### src/hw/rtl/scg_pkg.sv
`default_nettype none
package scg_pkg;

	// splitmix64 constants
	localparam logic [63:0] GOLDEN_INC  = 64'h9E37_79B9_7F4A_7C15;
	localparam logic [63:0] GOLDEN_INC2 = GOLDEN_INC + GOLDEN_INC;
	localparam logic [63:0] MIX_MUL_A   = 64'hBF58_476D_1CE4_E5B9;
	localparam logic [63:0] MIX_MUL_B   = 64'h94D0_49BB_1331_11EB;

	// FNV-1a
	localparam logic [63:0] FNV_BASIS = 64'hCBF2_9CE4_8422_2325;
	localparam logic [63:0] FNV_PRIME = 64'h0000_0100_0000_01B3;

	// role tags: "salt" followed by 'R' or 'S'
	localparam logic [31:0] TAG_STEM   = 32'h7361_6C74;
	localparam logic [7:0]  TAG_CHAR_R = 8'h52;
	localparam logic [7:0]  TAG_CHAR_S = 8'h53;
	localparam int          TAG_LEN    = 5;

	localparam int WORDS_OUT_DEF = 4;

	// position info that travels with each word
	typedef struct packed {
		logic [1:0] word_index;
		logic       last_word;
	} word_tag_t;

	// FNV-1a over the five tag bytes; used for elaboration-time constants only
	function automatic logic [63:0] tag_hash(input logic [7:0] last_char);
		logic [63:0] h;
		logic [39:0] tag;
		h   = FNV_BASIS;
		tag = {TAG_STEM, last_char};
		for (int k = 0; k < TAG_LEN; k++) begin
			h = h ^ {56'd0, tag[39 - 8 * k -: 8]};
			h = h * FNV_PRIME;
		end
		return h;
	endfunction

endpackage
`default_nettype wire

### src/hw/rtl/scg_expand.sv
`default_nettype none
module scg_expand
	import scg_pkg::*;
#(
	parameter int WORDS_OUT = WORDS_OUT_DEF
) (
	input  wire logic        clk,
	input  wire logic        arst_n,
	input  wire logic        seeded_valid,
	output logic             seeded_ready,
	input  wire logic [63:0] seeded_state,
	input  wire logic [63:0] seeded_query,
	output logic             word_valid,
	input  wire logic        word_ready,
	output logic [63:0]      word_state,
	output word_tag_t        word_tag
);

	localparam int CNT_W = (WORDS_OUT > 1) ? $clog2(WORDS_OUT) : 1;
	localparam logic [CNT_W-1:0] CNT_LAST = CNT_W'(WORDS_OUT - 1);

	logic             busy_q;
	logic [63:0]      state_q;
	logic [CNT_W-1:0] cnt_q;
	logic [CNT_W+1:0] cnt_ext;
	logic             last_c;
	logic             take_c;
	logic             done_c;
	logic             load_c;

	assign last_c       = (cnt_q == CNT_LAST);
	assign take_c       = busy_q && word_ready;
	assign done_c       = take_c && last_c;
	assign seeded_ready = !busy_q || done_c;
	assign load_c       = seeded_valid && seeded_ready;

	always_ff @(posedge clk or negedge arst_n) begin
		if (!arst_n) begin
			busy_q <= 1'b0;
			cnt_q  <= '0;
		end else if (load_c) begin
			busy_q <= 1'b1;
			cnt_q  <= '0;
		end else if (done_c) begin
			busy_q <= 1'b0;
		end else if (take_c) begin
			cnt_q <= cnt_q + 1'b1;
		end
	end

	// second discarded step plus the first output step folded into one add
	always_ff @(posedge clk) begin
		if (load_c) begin
			state_q <= (seeded_state ^ seeded_query) + GOLDEN_INC2;
		end else if (take_c) begin
			state_q <= state_q + GOLDEN_INC;
		end
	end

	assign cnt_ext             = {2'b00, cnt_q};
	assign word_valid          = busy_q;
	assign word_state          = state_q;
	assign word_tag.word_index = cnt_ext[1:0];
	assign word_tag.last_word  = last_c;

endmodule
`default_nettype wire

### config.mk
export PLATFORM = sky130hd
export DESIGN_NAME = scg_expand
export DESIGN_NICKNAME = d
export VERILOG_FILES = /design/src/hw/rtl/scg_pkg.sv /design/src/hw/rtl/scg_expand.sv
export SDC_FILE = /design/constraint.sdc
export NUM_CORES = 1
export LEC_CHECK = 0
export BUFFER_PORTS_ARGS = -buffer_cell sky130_fd_sc_hd__buf_2
export CAP_MARGIN = 15
export CORE_AREA = 2 2 143 110
export DETAILED_ROUTE_END_ITERATION = 16
export DIE_AREA = 0 0 145 112
export PLACE_DENSITY = 0.7
export SLEW_MARGIN = 10
export SYNTH_ARGS = -nofsm -noshare
export SYNTH_HDL_FRONTEND = slang
export SYNTH_SLANG_ARGS = --single-unit
### constraint.sdc
create_clock -name clk -period 3.4 [get_ports clk]
set_input_delay 1.02 -clock clk [delete_from_list [all_inputs] [get_ports clk]]
set_output_delay 1.02 -clock clk [all_outputs]
set_load 0.1 [all_outputs]
## After elaboration in Yosys (flattened, before gate mapping)

Cells that the tools add are included.

| word-level totals | value |
|---|---|
| output and inout bits | 69 |
| register bits | 67 |
| bits of input ports | 132 |

| operators by class | value |
|---|---|
| bitwise gates (word level) | 1 |
| reductions and logical operators | 8 |
| muxes and demuxes | 7 |
| add/sub/neg operators | 3 |
| eq/ne operators | 2 |

Operator list:

| operator | count |
|---|---|
| $mux 64 | 2 |
| $add 64x62->64 const B | 1 |
| $add 64x64->64 const B | 1 |
| $xor 64x64->64 | 1 |
| $mux 2 | 3 |
| $reduce_bool 2->1 | 2 |
| $logic_and 1x1->1 | 3 |
| $add 2x1->2 const B | 1 |
| $eq 2x2->1 const B | 1 |
| $mux 1 | 2 |
| $ne 2x1->1 const B | 1 |
| $reduce_and 2->1 | 1 |
| $logic_not 1->1 | 1 |
| $logic_or 1x1->1 | 1 |

## Longest topological paths before layout

| logic depth | value |
|---|---|
| depth in word-level cells | 6 |
| gate-level depth with buffers | 10 |
| depth with buffers taken out | 10 |

## Worst setup path after synthesis

No wires, ideal clock.

| path | value |
|---|---|
| path kind | reg2reg |
| start | register cnt_q[0] |
| end | register state_q[20] (netlist: word_state[20]) (data pin) |
| arrival | 3,139 ps |
| data required time | 3,126 ps |
| slack | -13 ps |
| path buffers | 3 |
| stages on the path, launching flop included | 9 |
| cells stage by stage | dfrtp_1 > ha_1 > nand2_1 > nand2_1 > and2_1 > clkbuf_1 > clkbuf_1 > clkbuf_1 > a31oi_1 |

| on the way | value |
|---|---|
| cells in the longest elaborated chain, start to end | 5 |

Ends and longest elaborated chain:

| item | RTL line | source |
|---|---|---|
| start, declared | scg_expand.sv:24 | `logic [CNT_W-1:0] cnt_q;` |
| start signal, assigned | scg_expand.sv:47 | `cnt_q <= cnt_q + 1'b1;` |
| $eq 2x2->1 | scg_expand.sv:31 | `assign last_c = (cnt_q == CNT_LAST);` |
| net last_c | scg_expand.sv:26 | `logic last_c;` |
| $logic_and 1x1->1 | scg_expand.sv:33 | `assign done_c = take_c && last_c;` |
| $logic_or 1x1->1 | scg_expand.sv:34 | `assign seeded_ready = !busy_q \|\| done_c;` |
| net seeded_ready | scg_expand.sv:10 | `output logic seeded_ready,` |
| $logic_and 1x1->1 | scg_expand.sv:35 | `assign load_c = seeded_valid && seeded_ready;` |
| $mux 64 | scg_expand.sv:53 | `if (load_c) begin` |
| end signal, assigned | scg_expand.sv:54 | `state_q <= (seeded_state ^ seeded_query) + GOLDEN_INC2;` |
| end signal, assigned | scg_expand.sv:56 | `state_q <= state_q + GOLDEN_INC;` |
| end, declared | scg_expand.sv:23 | `logic [63:0] state_q;` |

The timed path passes the listed nets, and every way through them passes these cells.
A chain may end at the register's enable or synchronous reset.

## Worst setup path after layout

| path | value |
|---|---|
| start | input seeded_query[8] |
| end | register state_q[51] (netlist: word_state[51]) (data pin) |

| on the way | value |
|---|---|
| cells in the longest elaborated chain, start to end | 3 |

Ends and longest elaborated chain:

| item | RTL line | source |
|---|---|---|
| start, declared | scg_expand.sv:12 | `input wire logic [63:0] seeded_query,` |
| $xor 64x64->64 | scg_expand.sv:54 |  |
| $add 64x62->64 | scg_expand.sv:54 |  |
| $mux 64 | scg_expand.sv:53 |  |

No other way between the ends.

==> impl_metrics.py <==
metrics = {
    "timing": {
        "tightest_slew_ns": 0.738,
        "fmax_mhz": 301,
        "hold_viol_final": 0,
        "setup_violations": 0,
        "slew_viol_final": 0,
        "slew_headroom_pct": 50.6,
        "rsz0062_at_grt": "true",
        "period_needed_ns": 3.32,
        "post-route-period-util_pct": 97.6,
        "hold-worst-slack_ns": 0.458,
        "fin_worst_skew_ns": 0.0105,
    },
    "logic_synthesis": {
        "synth_adder_area_share_pct": 0.574,
        "synth_top_area_share_pct": 29.4,
        "synth.area.mux_share_pct": 1.20,
        "ys_ff_latch": 67,
        "synth_cells": 777,
        "yosysWarnings": 0,
        "syn-num-nets": 912,
        "yosysTopAreaCell": "edfxtp_1",
        "synth_seq_area_share_pct": 30.5,
        "synth_cell_types": 74,
        "synth-compound-area-share_pct": 20.6,
        "yosys-top-cells-area": "edfxtp_1 29%, xnor2_1 13%, xor2_1 11%",
        "synth_top_family_by_area": "XOR/XNOR gates",
        "ys.flop_type": "edfxtp_1",
        "syn_area_mm2": 0.00655,
        "synth_edf_count": 64,
        "synthSimpleGateAreaFrac_pct": 21.4,
        "synthArstFlopShare_pct": 4.48,
        "synth_xor_xnor_area_share_pct": 24.1,
        "syn_area_per_cell_um2": 8.42,
    },
    "global_route": {
        "grt_usage_pct": 25.1,
        "antenna_found_initial": 0,
        "grt_max_degree": 65,
        "grt_pass1_vias": 6340,
        "overflow": 0,
        "grt_pass1_wl_mm": 32.7,
    },
    "clocking": {
        "clk_latency_ns": 0.35,
        "cts_inserted_buffers": 9,
        "cts.sinks": 67,
        "clk_pin_slew_worst_paths_ns": 0.06,
        "clk_path_buf_depth": 2,
        "ctsHtreeMaxLevel": 3,
        "clockRootBuffer": "clkbuf_16",
        "cts_tree": "done",
    },
    "critical_path": {
        "critical_path.cell_chain": "buf_6 > xnor2_2 > or4_4 > a211oi_4 > buf_4 > o2111ai_2 > a211oi_2 > a211o_2 > a21oi_1 > xnor2_1 > a21oi_1",
        "cp_slowest_stage_delay_ns": 0.58,
        "cpMostUsedCell": "a21oi_1",
        "crit_required_ns": 3.49,
        "r2r_cells": 9,
        "crit_path_start_kind": "input port",
        "critical_path.slowest_cell": "or4_4",
        "critPathKind": "input port to flop",
        "end_kind": "flop",
        "path_max_fanout": 6,
        "worstPathArrival_ns": 3.41,
    },
    "route": {
        "vias_per_cell": 5.46,
        "dr.first_iter.drc_count": 825,
        "via_count": 6973,
        "drt_first_pass_iters": 5,
        "wl_per_cell_um": 16.3,
        "final_antenna_net_count": 0,
        "drt_drc_violations_left": 0,
        "routed_wl_mm": 20.8,
    },
    "layout": {
        "syn2layout_area_growth_pct": 35.8,
        "final-instance-count-excl-fill": 1278,
        "diodes": 0,
        "final_nets": 1203,
        "utilization_pct": 59.7,
        "drive_gt1_share_pct": 33.0,
    },
    "placed_design": {
        "dp_hpwl_mm": 16.5,
        "portBuffers": 200,
        "gp_congestion": 0.941,
        "dp_cells": 1257,
    },
    "floorplan": {
        "ios": 201,
        "die_area_mm2": 0.0162,
        "initial_core_util_pct": 44.0,
        "row_count": 39,
        "die_h_um": 112,
        "core_area_mm2": 0.0149,
        "fp.dieW_um": 145,
    },
    "power": {
        "power.total_mw": 9.62,
        "power_density_mw_per_mm2": 1080,
        "power.leakage_nw": 3.72,
        "ir_drop_mv": 0.498,
    },
    "outcome": {
        "status": "completed",
    },
    "run": {
        "maxCapViolations": 0,
    },
    "min_path": {
        "hp-class": "input port to async pin",
    },
}
[per-stage QoR]
step / setup slack (ns) / setup TNS, ns / instance area [um2]
after global placement: -0.357 / -4.61 / 8470
after floorplan: 0.0243 / 0 / 6550
after CTS: 0.0698 / 0 / 8820
final: 0.0823 / 0 / 8890
after global routing: -0.0383 / -0.0772 / 8890
after detailed placement: -0.528 / -5.90 / 8470
[final timing paths]
| path | from | end | slack (ns) |
|---|---|---|---|
| setup / recovery | seeded_query[8] | word_state[51] | 0.08 |
| hold / removal | arst_n | cnt_q[0] | 0.46 |
| setup reg to reg | word_state[12] | word_state[39] | 0.28 |
| hold reg to reg | cnt_q[0] | cnt_q[0] | 0.55 |
| max in group asynchronous | arst_n | cnt_q[0] | 2.82 |
| min in group clk | cnt_q[0] | cnt_q[0] | 0.55 |
[where the power goes]
group	internal, mW	switching, mW	leakage [nW]
Combinational	1.63	4.71	2.90
Sequential	1.59	0.582	0.658
Clock	0.715	0.386	0.165
[synth_stat cells, drive strengths merged, types with 4 or more instances]
cell type	count
a211oi	10
a21boi	6
a21o	6
a21oi	61
a31oi	12
and2	13
and3	9
clkbuf	18
edfxtp	64
inv	7
mux2	4
nand2	77
nand2b	5
nand3	22
nand4	6
nor2	87
nor2b	11
nor3	24
nor4	14
o2111ai	4
o211ai	4
o21a	7
o21ai	46
o21bai	4
o31a	4
o31ai	8
or2	5
or3	7
xnor2	96
xor2	84
[layer usage]
metal / wire [um] / share of wire [%] / GRT usage [%]
met1: 10100 / 49 / 38.2
met2: 8530 / 41 / 35.8
met3: 1750 / 8.4 / 5.82
met4: 395 / 1.9 / 5.87
met5: 0 / 0 / 0
[layout make-up]
| type | count | area, um2 |
|---|---|---|
| fill | 1364 | 5990 |
| multi-input combinational | 683 | 4470 |
| sequential | 67 | 2000 |
| timing repair buffer | 300 | 1800 |
| tap | 205 | 256 |
| clock buffer | 9 | 225 |
| clock inverter | 7 | 116 |
| inverter | 7 | 26.3 |
[timing repair]
action | CTS | global route
pin swaps | 1 | 6
resized for setup | 1 | 9
setup buffers | 1 | 4
endpoints found under the setup margin | 1 | 11
hold buffers | 0 | 0
[critical path: cells and delay by family]
family	cells	cell delay (ns)
AOI/OAI and AO/OA	6	1.16
xor gates and xnor gates	2	0.32
and+or+nand+nor	1	0.58
buffers and inverters	2	0.33
[cell families after synthesis]
kind of cell,Yosys count
and+or+nand+nor,294
DFF,67
adders and majority gates,3
AOI/OAI and AO/OA,199
buffers and inverters,27
muxes,7
xor gates and xnor gates,180
[state kept, by name, summed over array words and instances, names as in the netlist]
signal / cells
word_valid: 1
word_state: 64
cnt_q: 2
[layout by cell type (no fill, tap or decap), drive strengths merged, types with 14 or more instances in the layout]
cell type  count
nor4          14
nand3         22
nor2          87
buf          300
xnor2         96
nand2         77
edfxtp        64
a21oi         61
xor2          84
nor3          24
o21ai         46
Power figures use the tool's default switching activity.
