===== config.mk =====
export PLATFORM = sky130hd
export DESIGN_NAME = scg_seed_flat
export DESIGN_NICKNAME = d
export VERILOG_FILES = /design/src/hw/rtl/scg_pkg.sv /design/src/hw/rtl/scg_query_if.sv /design/src/hw/rtl/scg_seed.sv /design/src/flat_wrapper.sv
export SDC_FILE = /design/constraint.sdc
export NUM_CORES = 1
export LEC_CHECK = 0
export ABC_CLOCK_PERIOD_IN_PS = 3610
export BUFFER_PORTS_ARGS = -buffer_cell sky130_fd_sc_hd__buf_2
export CAP_MARGIN = 0
export CORE_MARGIN = 2
export CORE_UTILIZATION = 30
export CTS_BUF_LIST = sky130_fd_sc_hd__clkbuf_16
export CTS_CLUSTER_DIAMETER = 60
export CTS_CLUSTER_SIZE = 28
export DETAILED_ROUTE_END_ITERATION = 8
export SYNTH_ARGS = -nofsm -noshare
export SYNTH_HDL_FRONTEND = slang
export SYNTH_SLANG_ARGS = --single-unit

===== constraint.sdc =====
create_clock -name clk -period 3.61 [get_ports clk]
set_clock_uncertainty 0.1 [all_clocks]
set_input_delay 0.361 -clock clk [delete_from_list [all_inputs] [get_ports clk]]
set_output_delay 0.361 -clock clk [all_outputs]
set_load 0.02 [all_outputs]

===== src/hw/rtl/scg_pkg.sv =====
`default_nettype none
package scg_pkg;

	// splitmix64 constants
	localparam logic [63:0] GOLDEN_INC  = 64'h9E37_79B9_7F4A_7C15;
	localparam logic [63:0] GOLDEN_INC2 = GOLDEN_INC + GOLDEN_INC;
	localparam logic [63:0] MIX_MUL_A   = 64'hBF58_476D_1CE4_E5B9;
	localparam logic [63:0] MIX_MUL_B   = 64'h94D0_49BB_1331_11EB;

	// FNV-1a
	localparam logic [63:0] FNV_BASIS = 64'hCBF2_9CE4_8422_2325;
	localparam logic [63:0] FNV_PRIME = 64'h0000_0100_0000_01B3;

	// role tags: "salt" followed by 'R' or 'S'
	localparam logic [31:0] TAG_STEM   = 32'h7361_6C74;
	localparam logic [7:0]  TAG_CHAR_R = 8'h52;
	localparam logic [7:0]  TAG_CHAR_S = 8'h53;
	localparam int          TAG_LEN    = 5;

	localparam int WORDS_OUT_DEF = 4;

	// position info that travels with each word
	typedef struct packed {
		logic [1:0] word_index;
		logic       last_word;
	} word_tag_t;

	// FNV-1a over the five tag bytes; used for elaboration-time constants only
	function automatic logic [63:0] tag_hash(input logic [7:0] last_char);
		logic [63:0] h;
		logic [39:0] tag;
		h   = FNV_BASIS;
		tag = {TAG_STEM, last_char};
		for (int k = 0; k < TAG_LEN; k++) begin
			h = h ^ {56'd0, tag[39 - 8 * k -: 8]};
			h = h * FNV_PRIME;
		end
		return h;
	endfunction

endpackage
`default_nettype wire


===== src/hw/rtl/scg_query_if.sv =====
`default_nettype none
interface scg_query_if;
	logic        valid;
	logic        ready;
	logic [63:0] seed_value;
	logic        role_is_sender;
	logic [63:0] query_number;

	modport source (output valid, seed_value, role_is_sender, query_number, input ready);
	modport sink   (input valid, seed_value, role_is_sender, query_number, output ready);
endinterface
`default_nettype wire


===== src/hw/rtl/scg_seed.sv =====
`default_nettype none
module scg_seed
	import scg_pkg::*;
(
	input  wire logic        clk,
	input  wire logic        arst_n,
	scg_query_if.sink        query,
	output logic             seeded_valid,
	input  wire logic        seeded_ready,
	output logic [63:0]      seeded_state,
	output logic [63:0]      seeded_query
);

	localparam logic [63:0] HASH_R = tag_hash(TAG_CHAR_R);
	localparam logic [63:0] HASH_S = tag_hash(TAG_CHAR_S);

	logic        v_s1;
	logic [63:0] state_s1;
	logic [63:0] query_s1;
	logic [63:0] hash_c;

	assign query.ready = !v_s1 || seeded_ready;
	assign hash_c      = query.role_is_sender ? HASH_S : HASH_R;

	always_ff @(posedge clk or negedge arst_n) begin
		if (!arst_n) begin
			v_s1 <= 1'b0;
		end else if (query.ready) begin
			v_s1 <= query.valid;
		end
	end

	// first step: only the state advance matters, its output is dropped
	always_ff @(posedge clk) begin
		if (query.ready) begin
			state_s1 <= (query.seed_value ^ hash_c) + GOLDEN_INC;
			query_s1 <= query.query_number;
		end
	end

	assign seeded_valid = v_s1;
	assign seeded_state = state_s1;
	assign seeded_query = query_s1;

endmodule
`default_nettype wire


===== src/flat_wrapper.sv =====
// flat-port wrapper written by rule: the top's interface ports become plain ports
module scg_seed_flat import scg_pkg::*;
  (clk, arst_n, seeded_valid, seeded_ready, seeded_state, seeded_query, query_valid, query_seed_value, query_role_is_sender, query_query_number, query_ready);
  scg_query_if query_i ();
  input  wire logic clk;
  input  wire logic arst_n;
  output logic seeded_valid;
  input  wire logic seeded_ready;
  output logic [63:0] seeded_state;
  output logic [63:0] seeded_query;
  input wire logic [$bits(query_i.valid)-1:0] query_valid;
  input wire logic [$bits(query_i.seed_value)-1:0] query_seed_value;
  input wire logic [$bits(query_i.role_is_sender)-1:0] query_role_is_sender;
  input wire logic [$bits(query_i.query_number)-1:0] query_query_number;
  output wire logic [$bits(query_i.ready)-1:0] query_ready;
  assign query_i.valid = query_valid;
  assign query_i.seed_value = query_seed_value;
  assign query_i.role_is_sender = query_role_is_sender;
  assign query_i.query_number = query_query_number;
  assign query_ready = query_i.ready;
  scg_seed u_core (.clk(clk), .arst_n(arst_n), .query(query_i), .seeded_valid(seeded_valid), .seeded_ready(seeded_ready), .seeded_state(seeded_state), .seeded_query(seeded_query));
endmodule

* Word-level counts from Yosys, hierarchy flattened
Cells that the tools add are included.
** Word-level totals
- Flip-flop bits (word level) :: 129
- Bits in latches :: 0
- Memory bits (writable) :: 0
- ROM bits :: 0
- Input port bits :: 133
- Output and inout bits :: 130
- Logic and storage cells :: 8
- Memories kept :: 0
** Operators by class
- Add/sub/neg operators :: 1
- Multipliers :: 0
- Divide/modulo/power cells :: 0
- Magnitude comparators :: 0
- Equality and inequality tests :: 0
- Shifts and indexed selects :: 0
- Muxes and demuxes :: 1
- Bitwise gates (word level) :: 1
- Reduce and logical (&&, ||, !) cells :: 2
** Operators by type and width (count)
- adder 64 bit (second input constant) :: 1
- bitwise XOR 64 bit :: 1
- 2-to-1 mux 42 bit :: 1
- logical NOT 1 bit :: 1
- logical OR 1 bit :: 1

* Logic depth before layout (Yosys ltp)
Gate-level depths: netlist of the first run.
- Word-level depth :: 3
- Mapped depth :: 12

* Worst setup path after synthesis of the first run
Ideal clock, no wire load.
- Path type :: input-to-reg
- Start point :: input port seeded_ready
- End point :: register u_core.query_s1[0], in the netlist u_core.seeded_query[0] (enable)
- Arrival time :: 3.609 ns
- Required time :: 2.992 ns
- Setup slack :: -0.616 ns
- Stages :: 1
- Buffers on the path :: 0
- Cells stage by stage :: nand2b_1
** On the way
- Cells in the longest elaborated chain, start to end :: 1
** Ends and longest elaborated chain
- start, declared :: line flat_wrapper.sv:8 : input wire logic seeded_ready;
- logical OR 1 bit :: line scg_seed.sv:22 : assign query.ready = !v_s1 || seeded_ready;
- end signal, assigned :: line scg_seed.sv:37 : query_s1 <= query.query_number;
- end, declared :: line scg_seed.sv:19 : logic [63:0] query_s1;
Every way passes these cells.
A chain may end at the register's enable or synchronous reset.

* Worst setup path after layout of the first run
- Start point :: input port query_role_is_sender
- End point :: register u_core.state_s1[30], in the netlist u_core.seeded_state[30], data pin
** On the way
- Cells in the longest elaborated chain, start to end :: 3
** Ends and longest elaborated chain
- start, declared :: line flat_wrapper.sv:13 : input wire logic [$bits(query_i.role_is_sender)-1:0] query_role_is_sender;
- 2-to-1 mux 42 bit :: line scg_seed.sv:23 : assign hash_c = query.role_is_sender ? HASH_S : HASH_R;
- bitwise XOR 64 bit :: line scg_seed.sv:36 : state_s1 <= (query.seed_value ^ hash_c) + GOLDEN_INC;
- adder 64 bit :: line scg_seed.sv:36
- end signal, assigned :: line scg_seed.sv:36
- end, declared :: line scg_seed.sv:18 : logic [63:0] state_s1;
Every way passes these cells.

==> results of run 1 <==
cells in the mapped netlist, drive strengths merged, types with 7 or more instances:
master	number	share of area [%]
a21oi	24	2.0
a31oi	7	0.70
clkbuf	8	0.48
edfxtp	128	62
inv	15	0.90
nand2	30	1.8
nand2b	13	1.3
nand3	11	0.88
nor2	34	2.0
nor2b	17	1.7
nor3	16	1.3
o211ai	10	1.3
o21ai	34	2.7
or2	7	0.70
xnor2	33	4.6
xor2	28	3.9
metrics by stage:
step	utilization [%]	area [µm²]	worst slack, ns
finish	42.7	8700	0.834
detailed placement	38.9	7930	0.407
global placement	38.9	7930	0.483
floorplan	-	6250	0.736
CTS	42.6	8680	0.856
global route	42.7	8700	0.638
how the worst max path moves through the flow:
| stage | startpoint | to | slack (ns) | cells past startpoint |
|---|---|---|---|---|
| detailed placement | query_role_is_sender | u_core.seeded_state[48] | 0.41 | 11 |
| finish | query_role_is_sender | u_core.seeded_state[30] | 0.83 | 9 |
| CTS | query_role_is_sender | u_core.seeded_state[48] | 0.86 | 10 |
| global route | query_role_is_sender | u_core.seeded_state[40] | 0.64 | 11 |
| floorplan | query_role_is_sender | u_core.seeded_state[60] | 0.74 | 12 |
| global placement | query_role_is_sender | u_core.seeded_state[60] | 0.48 | 11 |
power groups by stage:
stage                     combinational, W  clock [W]  sequential (W)
final                             0.000720    0.00167         0.00185
after global routing              0.000779    0.00178         0.00187
after CTS                         0.000726    0.00172         0.00186
after detailed placement          0.000707          0         0.00188
after global placement            0.000705          0         0.00188
after floorplan                   0.000214          0         0.00207
critical path, cell delays in order:
cell     delay, ns
buf_2         0.39
xor2_1        0.21
ha_1          0.23
nor2b_1       0.07
o21ai_0       0.31
nand3_1       0.38
a21oi_1       0.40
nor2_1        0.15
or2_2         0.32
routing by layer:
layer / vias up / global-route usage, % / share of wire (%)
li1: 2500 / - / -
met1: 2459 / 20.7 / 42
met2: 219 / 29.0 / 49
met3: 28 / 3.80 / 6.5
met4: 4 / 6.52 / 1.9
met5: - / 0 / 0.15
layout by cell type, fill, tap and decap left out, types with 4 or more instances in the layout:
| cell type | count |
|---|---|
| a211oi_1 | 5 |
| a21oi_1 | 23 |
| a311oi_1 | 5 |
| a31oi_1 | 7 |
| and3_1 | 4 |
| buf_2 | 262 |
| buf_4 | 6 |
| clkbuf_16 | 17 |
| clkinvlp_4 | 4 |
| dlygate4sd3_1 | 20 |
| edfxtp_1 | 128 |
| inv_1 | 16 |
| inv_6 | 4 |
| nand2_1 | 30 |
| nand2b_1 | 12 |
| nand3_1 | 11 |
| nor2_1 | 34 |
| nor2b_1 | 17 |
| nor3_1 | 16 |
| o211ai_1 | 9 |
| o21ai_0 | 31 |
| o31ai_1 | 4 |
| or2_2 | 6 |
| or3_1 | 5 |
| xnor2_1 | 33 |
| xor2_1 | 28 |
kinds of logic (layout without fill, tap and decap cells):
family | Yosys count | after routing
simple gates | 163 | 163
flops | 129 | 129
compound gates | 120 | 120
xor+xnor | 61 | 61
buf+inv | 26 | 336
fa+ha+maj | 1 | 1
mux | 1 | 1
other cells | 0 | 1
state kept, by name, indices dropped and copies added (netlist names):
signal and count:
u_core.seeded_state 64, u_core.seeded_query 64, u_core.seeded_valid 1
cell type report:
| cell class | count | area share (%) |
|---|---|---|
| multi-input cells | 346 | 26.3 |
| repair buffers | 289 | 18.1 |
| diodes | 1 | 0.0288 |
| clock inverters | 15 | 1.73 |
| well taps | 270 | 3.88 |
| inverters | 15 | 0.647 |
| flip-flops and latches | 129 | 44.5 |
| clock buffers | 17 | 4.89 |
what timing repair did:
| action | CTS | global route |
|---|---|---|
| hold buffers | 18 | 2 |
| gates resized for setup | 0 | 0 |
| hold endpoints to repair | 18 | 2 |
==> results_dict.tcl, run 1 <==
set metrics [dict create \
    routed_wl_mm 18.9 \
    p_leak_nw 3.50 \
    grt_max_degree 56 \
    clkLatencyLatePin_ns 0.42 \
    ys.flop_type "edfxtp_1" \
    num_rows 52 \
    die_area_um2 22000 \
    fillers 1962 \
    worst_pin_slew_ns 0.808 \
    clockBufferDepth 2 \
    worstPathMaxFanout 25 \
    tns_ns 0 \
    register_area_um2 3870 \
    avgSynthCellArea_um2 12.5 \
    cts_setup_buffers 0 \
    min_period_ns 2.78 \
    max_slew_margin_pct 46.1 \
    r2r_start "u_core.seeded_valid" \
    fp.coreArea_um2 20400 \
    num_io_pins 263 \
    multi_input_area_um2 2290 \
    synth_top_family_by_area "simple AND/OR/NAND/NOR gates" \
    critPathArrivalTime_ns 2.83 \
    synth-compound-area-share_pct 13.4 \
    antenna_found_initial 4 \
    r2r_setup_slack_ns 1.62 \
    synth-seq-area-share_pct 61.9 \
    drive_above_1_share_pct 39.3 \
    synth.distinct_cells 67 \
    ff2ff_path_depth 2 \
    r2r_end "u_core.seeded_query[56]" \
    syn_area_um2 6250 \
    syn-num-nets 635 \
    seqPwrFrac_pct 43.6 \
    grtUsageTotal_pct 16.9 \
    hold_path_depth 1 \
    critPathKind "input port to flip-flop" \
    grt_overflow 0 \
    dp_cells 1029 \
    combPwrFrac_pct 16.9 \
    ys_async_sr_fraction_pct 0.775 \
    yosysWarnings 0 \
    cts-root-buf "clkbuf_16" \
    rsz0062_at_grt "no" \
    synth-edff-count 128 \
    initial_utilization_pct 30.7 \
    hold_viol 0 \
    detail-route-antenna-nets 0 \
    vias_per_cell 4.82 \
    slew_violations 0 \
    clock_sinks 129 \
    fin_nets 932 \
    synth_seq_cells 129 \
    grt_pass1_vias 5117 \
    vias 5210 \
    detailedRoute.firstPassIterationCount 5 \
    switchingPower_w 0.00121 \
    drc 0 \
    die_height_um 148 \
    die_x_um 148 \
    yosys-mux-area-fraction_pct 0.160 \
    min_period_over_period_pct 76.9 \
    synth_xor_area_share_pct 8.55 \
    numCtsBuffers 17 \
    hp-class "input port to flip-flop" \
    cts_tree "done" \
    maxCapViolCount 0 \
    intPower_w 0.00304 \
    area_growth_pct 39.3 \
    hold_end "u_core.seeded_query[28]" \
    layout.cells.non_filler 1082 \
    synthCells 501 \
    synthSimpleGateAreaFrac_pct 14.2 \
    peakVddDrop_uv 261 \
    cp-start-kind "input port" \
    fmax_mhz 360 \
    port_buffers 262 \
    p_per_area_nw_per_um2 488 \
    outcome "completed" \
    clkTransAtPathRegs_ns 0.06 \
    p_clk_share_pct 39.4 \
    first_iter_violations 223 \
    hp-start "query_query_number[28]" \
    h-tree-depth 4 \
    place.gp.congestion 0.847 \
    wl_per_cell_um 17.5 \
    grt_first_pass_wirelength_mm 28.1 \
    power_w 0.00425 \
    critPathRequiredTime_ns 3.67 \
    setup_violations 0 \
    swShare_pct 28.4 \
    yosys.area_share.adder_pct 0.200 \
    hold_ws_ns 0.0155 \
    dp_hpwl_mm 14.5 \
    cp-end-kind "flip-flop" \
]
No activity file was read; power rests on OpenSTA's default activity.
==> run 2: changes to the inputs <==
--- a/config.mk
+++ b/config.mk
@@ -5,7 +5,7 @@
 export SDC_FILE = /design/constraint.sdc
 export NUM_CORES = 1
 export LEC_CHECK = 0
-export ABC_CLOCK_PERIOD_IN_PS = 3610
+export ABC_CLOCK_PERIOD_IN_PS = 2900
 export BUFFER_PORTS_ARGS = -buffer_cell sky130_fd_sc_hd__buf_2
 export CAP_MARGIN = 0
 export CORE_MARGIN = 2
==> constraint.sdc (replaced) <==
create_clock -name clk -period 2.9 [get_ports clk]
set_clock_uncertainty 0.1 [all_clocks]
set_input_delay 0.29 -clock clk [delete_from_list [all_inputs] [get_ports clk]]
set_output_delay 0.29 -clock clk [all_outputs]
set_load 0.02 [all_outputs]
==> run 2 against run 1 <==
Compared with the run above:
- routed wire length grew 3.0%
- via count grew 4.6%
- count of clock-buffer cells in the layout is the same
- clock power grew 25%
- hold slack gained 0.064 ns
==> results_dict.tcl, run 2 (synthesis results as in run 1) <==
set metrics [dict create \
    cts_hold_buf 66 \
    multi_input_area_um2 2290 \
    ff2ff_path_depth 2 \
    area_growth_pct 48.6 \
    slew_violations 0 \
    tns_ns 0 \
    p_per_area_nw_per_um2 577 \
    register_area_um2 3870 \
    hp-class "input port to async pin" \
    grt_pass1_vias 5374 \
    hold_viol 0 \
    detail-route-antenna-nets 0 \
    numCtsBuffers 17 \
    clockBufferDepth 2 \
    die_height_um 148 \
    drive_above_1_share_pct 38.2 \
    critPathArrivalTime_ns 2.46 \
    intPower_w 0.00384 \
    cts_tree "done" \
    maxCapViolCount 0 \
    swShare_pct 28.4 \
    first_iter_violations 312 \
    max_slew_margin_pct 59.8 \
    setup_violations 0 \
    rsz0062_at_grt "no" \
    place_area_um2 8040 \
    fmax_mhz 417 \
    initial_utilization_pct 30.7 \
    seqPwrFrac_pct 43.0 \
    hold_ws_ns 0.0800 \
    routed_wl_mm 19.5 \
    layout.cells.non_filler 1143 \
    peakVddDrop_uv 358 \
    min_period_ns 2.40 \
    outcome "completed" \
    vias 5448 \
    die_area_um2 22000 \
    port_buffers 262 \
    num_rows 52 \
    switchingPower_w 0.00152 \
    antenna_found_initial 3 \
    r2r_setup_slack_ns 1.25 \
    drc 0 \
    dp_hpwl_mm 14.9 \
    cp-start-kind "input port" \
    grt_first_pass_wirelength_mm 29.1 \
    clock_sinks 129 \
    fp.coreArea_um2 20400 \
    h-tree-depth 4 \
    fin_nets 992 \
    combPwrFrac_pct 18.1 \
    p_leak_nw 3.76 \
    grt_overflow 0 \
    cp-end-kind "flip-flop" \
    r2r_start "u_core.seeded_valid" \
    critPathRequiredTime_ns 2.96 \
    critPathKind "input port to flip-flop" \
    r2r_end "u_core.seeded_state[46]" \
    cts-resized-gates 0 \
    cts-root-buf "clkbuf_16" \
    num_io_pins 263 \
    grt_max_degree 40 \
    fillers 1885 \
    dp_cells 1043 \
    place.gp.congestion 0.895 \
    grtUsageTotal_pct 17.3 \
    min_period_over_period_pct 82.7 \
    die_x_um 148 \
    p_clk_share_pct 38.9 \
    worstPathMaxFanout 14 \
    final_common_cell "buf_2" \
    clkLatencyLatePin_ns 0.41 \
    final_cell_area_um2 9280 \
    cts_setup_buffers 0 \
    wl_per_cell_um 17.0 \
    vias_per_cell 4.77 \
    detailedRoute.firstPassIterationCount 5 \
    worst_pin_slew_ns 0.598 \
    mostFrequentLayoutCells "buf_2 (262), edfxtp_1 (128), dlygate4sd3_1 (66)" \
    clkTransAtPathRegs_ns 0.06 \
]
run 2: through the flow:
stage          power (W)  worst slack (ns)  util (%)
3_5_place_dp     0.00325            0.0833      39.5
2_1_floorplan    0.00284            0.0972         -
3_3_place_gp     0.00324             0.102      39.5
5_1_grt          0.00559             0.293      45.6
6_report         0.00536             0.501      45.6
4_1_cts          0.00542             0.528      45.6
run 2: final cells by class:
cell class              instances  share of cell area, %
clock inverters                15                   1.60
inverters                      15                  0.607
diodes                          2                 0.0539
repair buffers                349                   23.2
well taps                     270                   3.64
flip-flops and latches        129                   41.7
multi-input cells             346                   24.6
clock buffers                  17                   4.58
run 2: worst max-delay path by stage:
| stage | to | start | slack, ns |
|---|---|---|---|
| 2_1_floorplan | u_core.seeded_state[60] | query_role_is_sender | 0.1 |
| 3_3_place_gp | u_core.seeded_state[45] | query_role_is_sender | 0.10 |
| 3_5_place_dp | u_core.seeded_state[60] | query_role_is_sender | 0.08 |
| 4_1_cts | u_core.seeded_state[45] | query_role_is_sender | 0.53 |
| 5_1_grt | u_core.seeded_state[40] | query_role_is_sender | 0.29 |
| 6_report | u_core.seeded_state[60] | query_role_is_sender | 0.50 |
run 2: layer usage:
metal,share of wire [%],GRT usage [%],vias up
li1,-,-,2629
met3,6.9,5.09,39
met1,42,20.7,2554
met4,2.6,6.43,2
met2,48,29.4,224
met5,0.093,0,-
run 2: power by group through the flow:
stage | clock [W] | sequential [W] | combinational [W]
global placement | 0 | 0.00234 | 0.000897
CTS | 0.00214 | 0.00231 | 0.000977
finish | 0.00209 | 0.00230 | 0.000970
floorplan | 0 | 0.00258 | 0.000267
detailed placement | 0 | 0.00234 | 0.000903
global route | 0.00223 | 0.00232 | 0.00104
run 2: worst max-delay path, stage by stage:
cell	delay [ns]
buf_2	0.25
buf_4	0.22
nand3_1	0.18
a2111oi_0	0.56
a311oi_1	0.23
a31oi_1	0.35
a311oi_4	0.11
o211ai_2	0.19
xor2_1	0.08
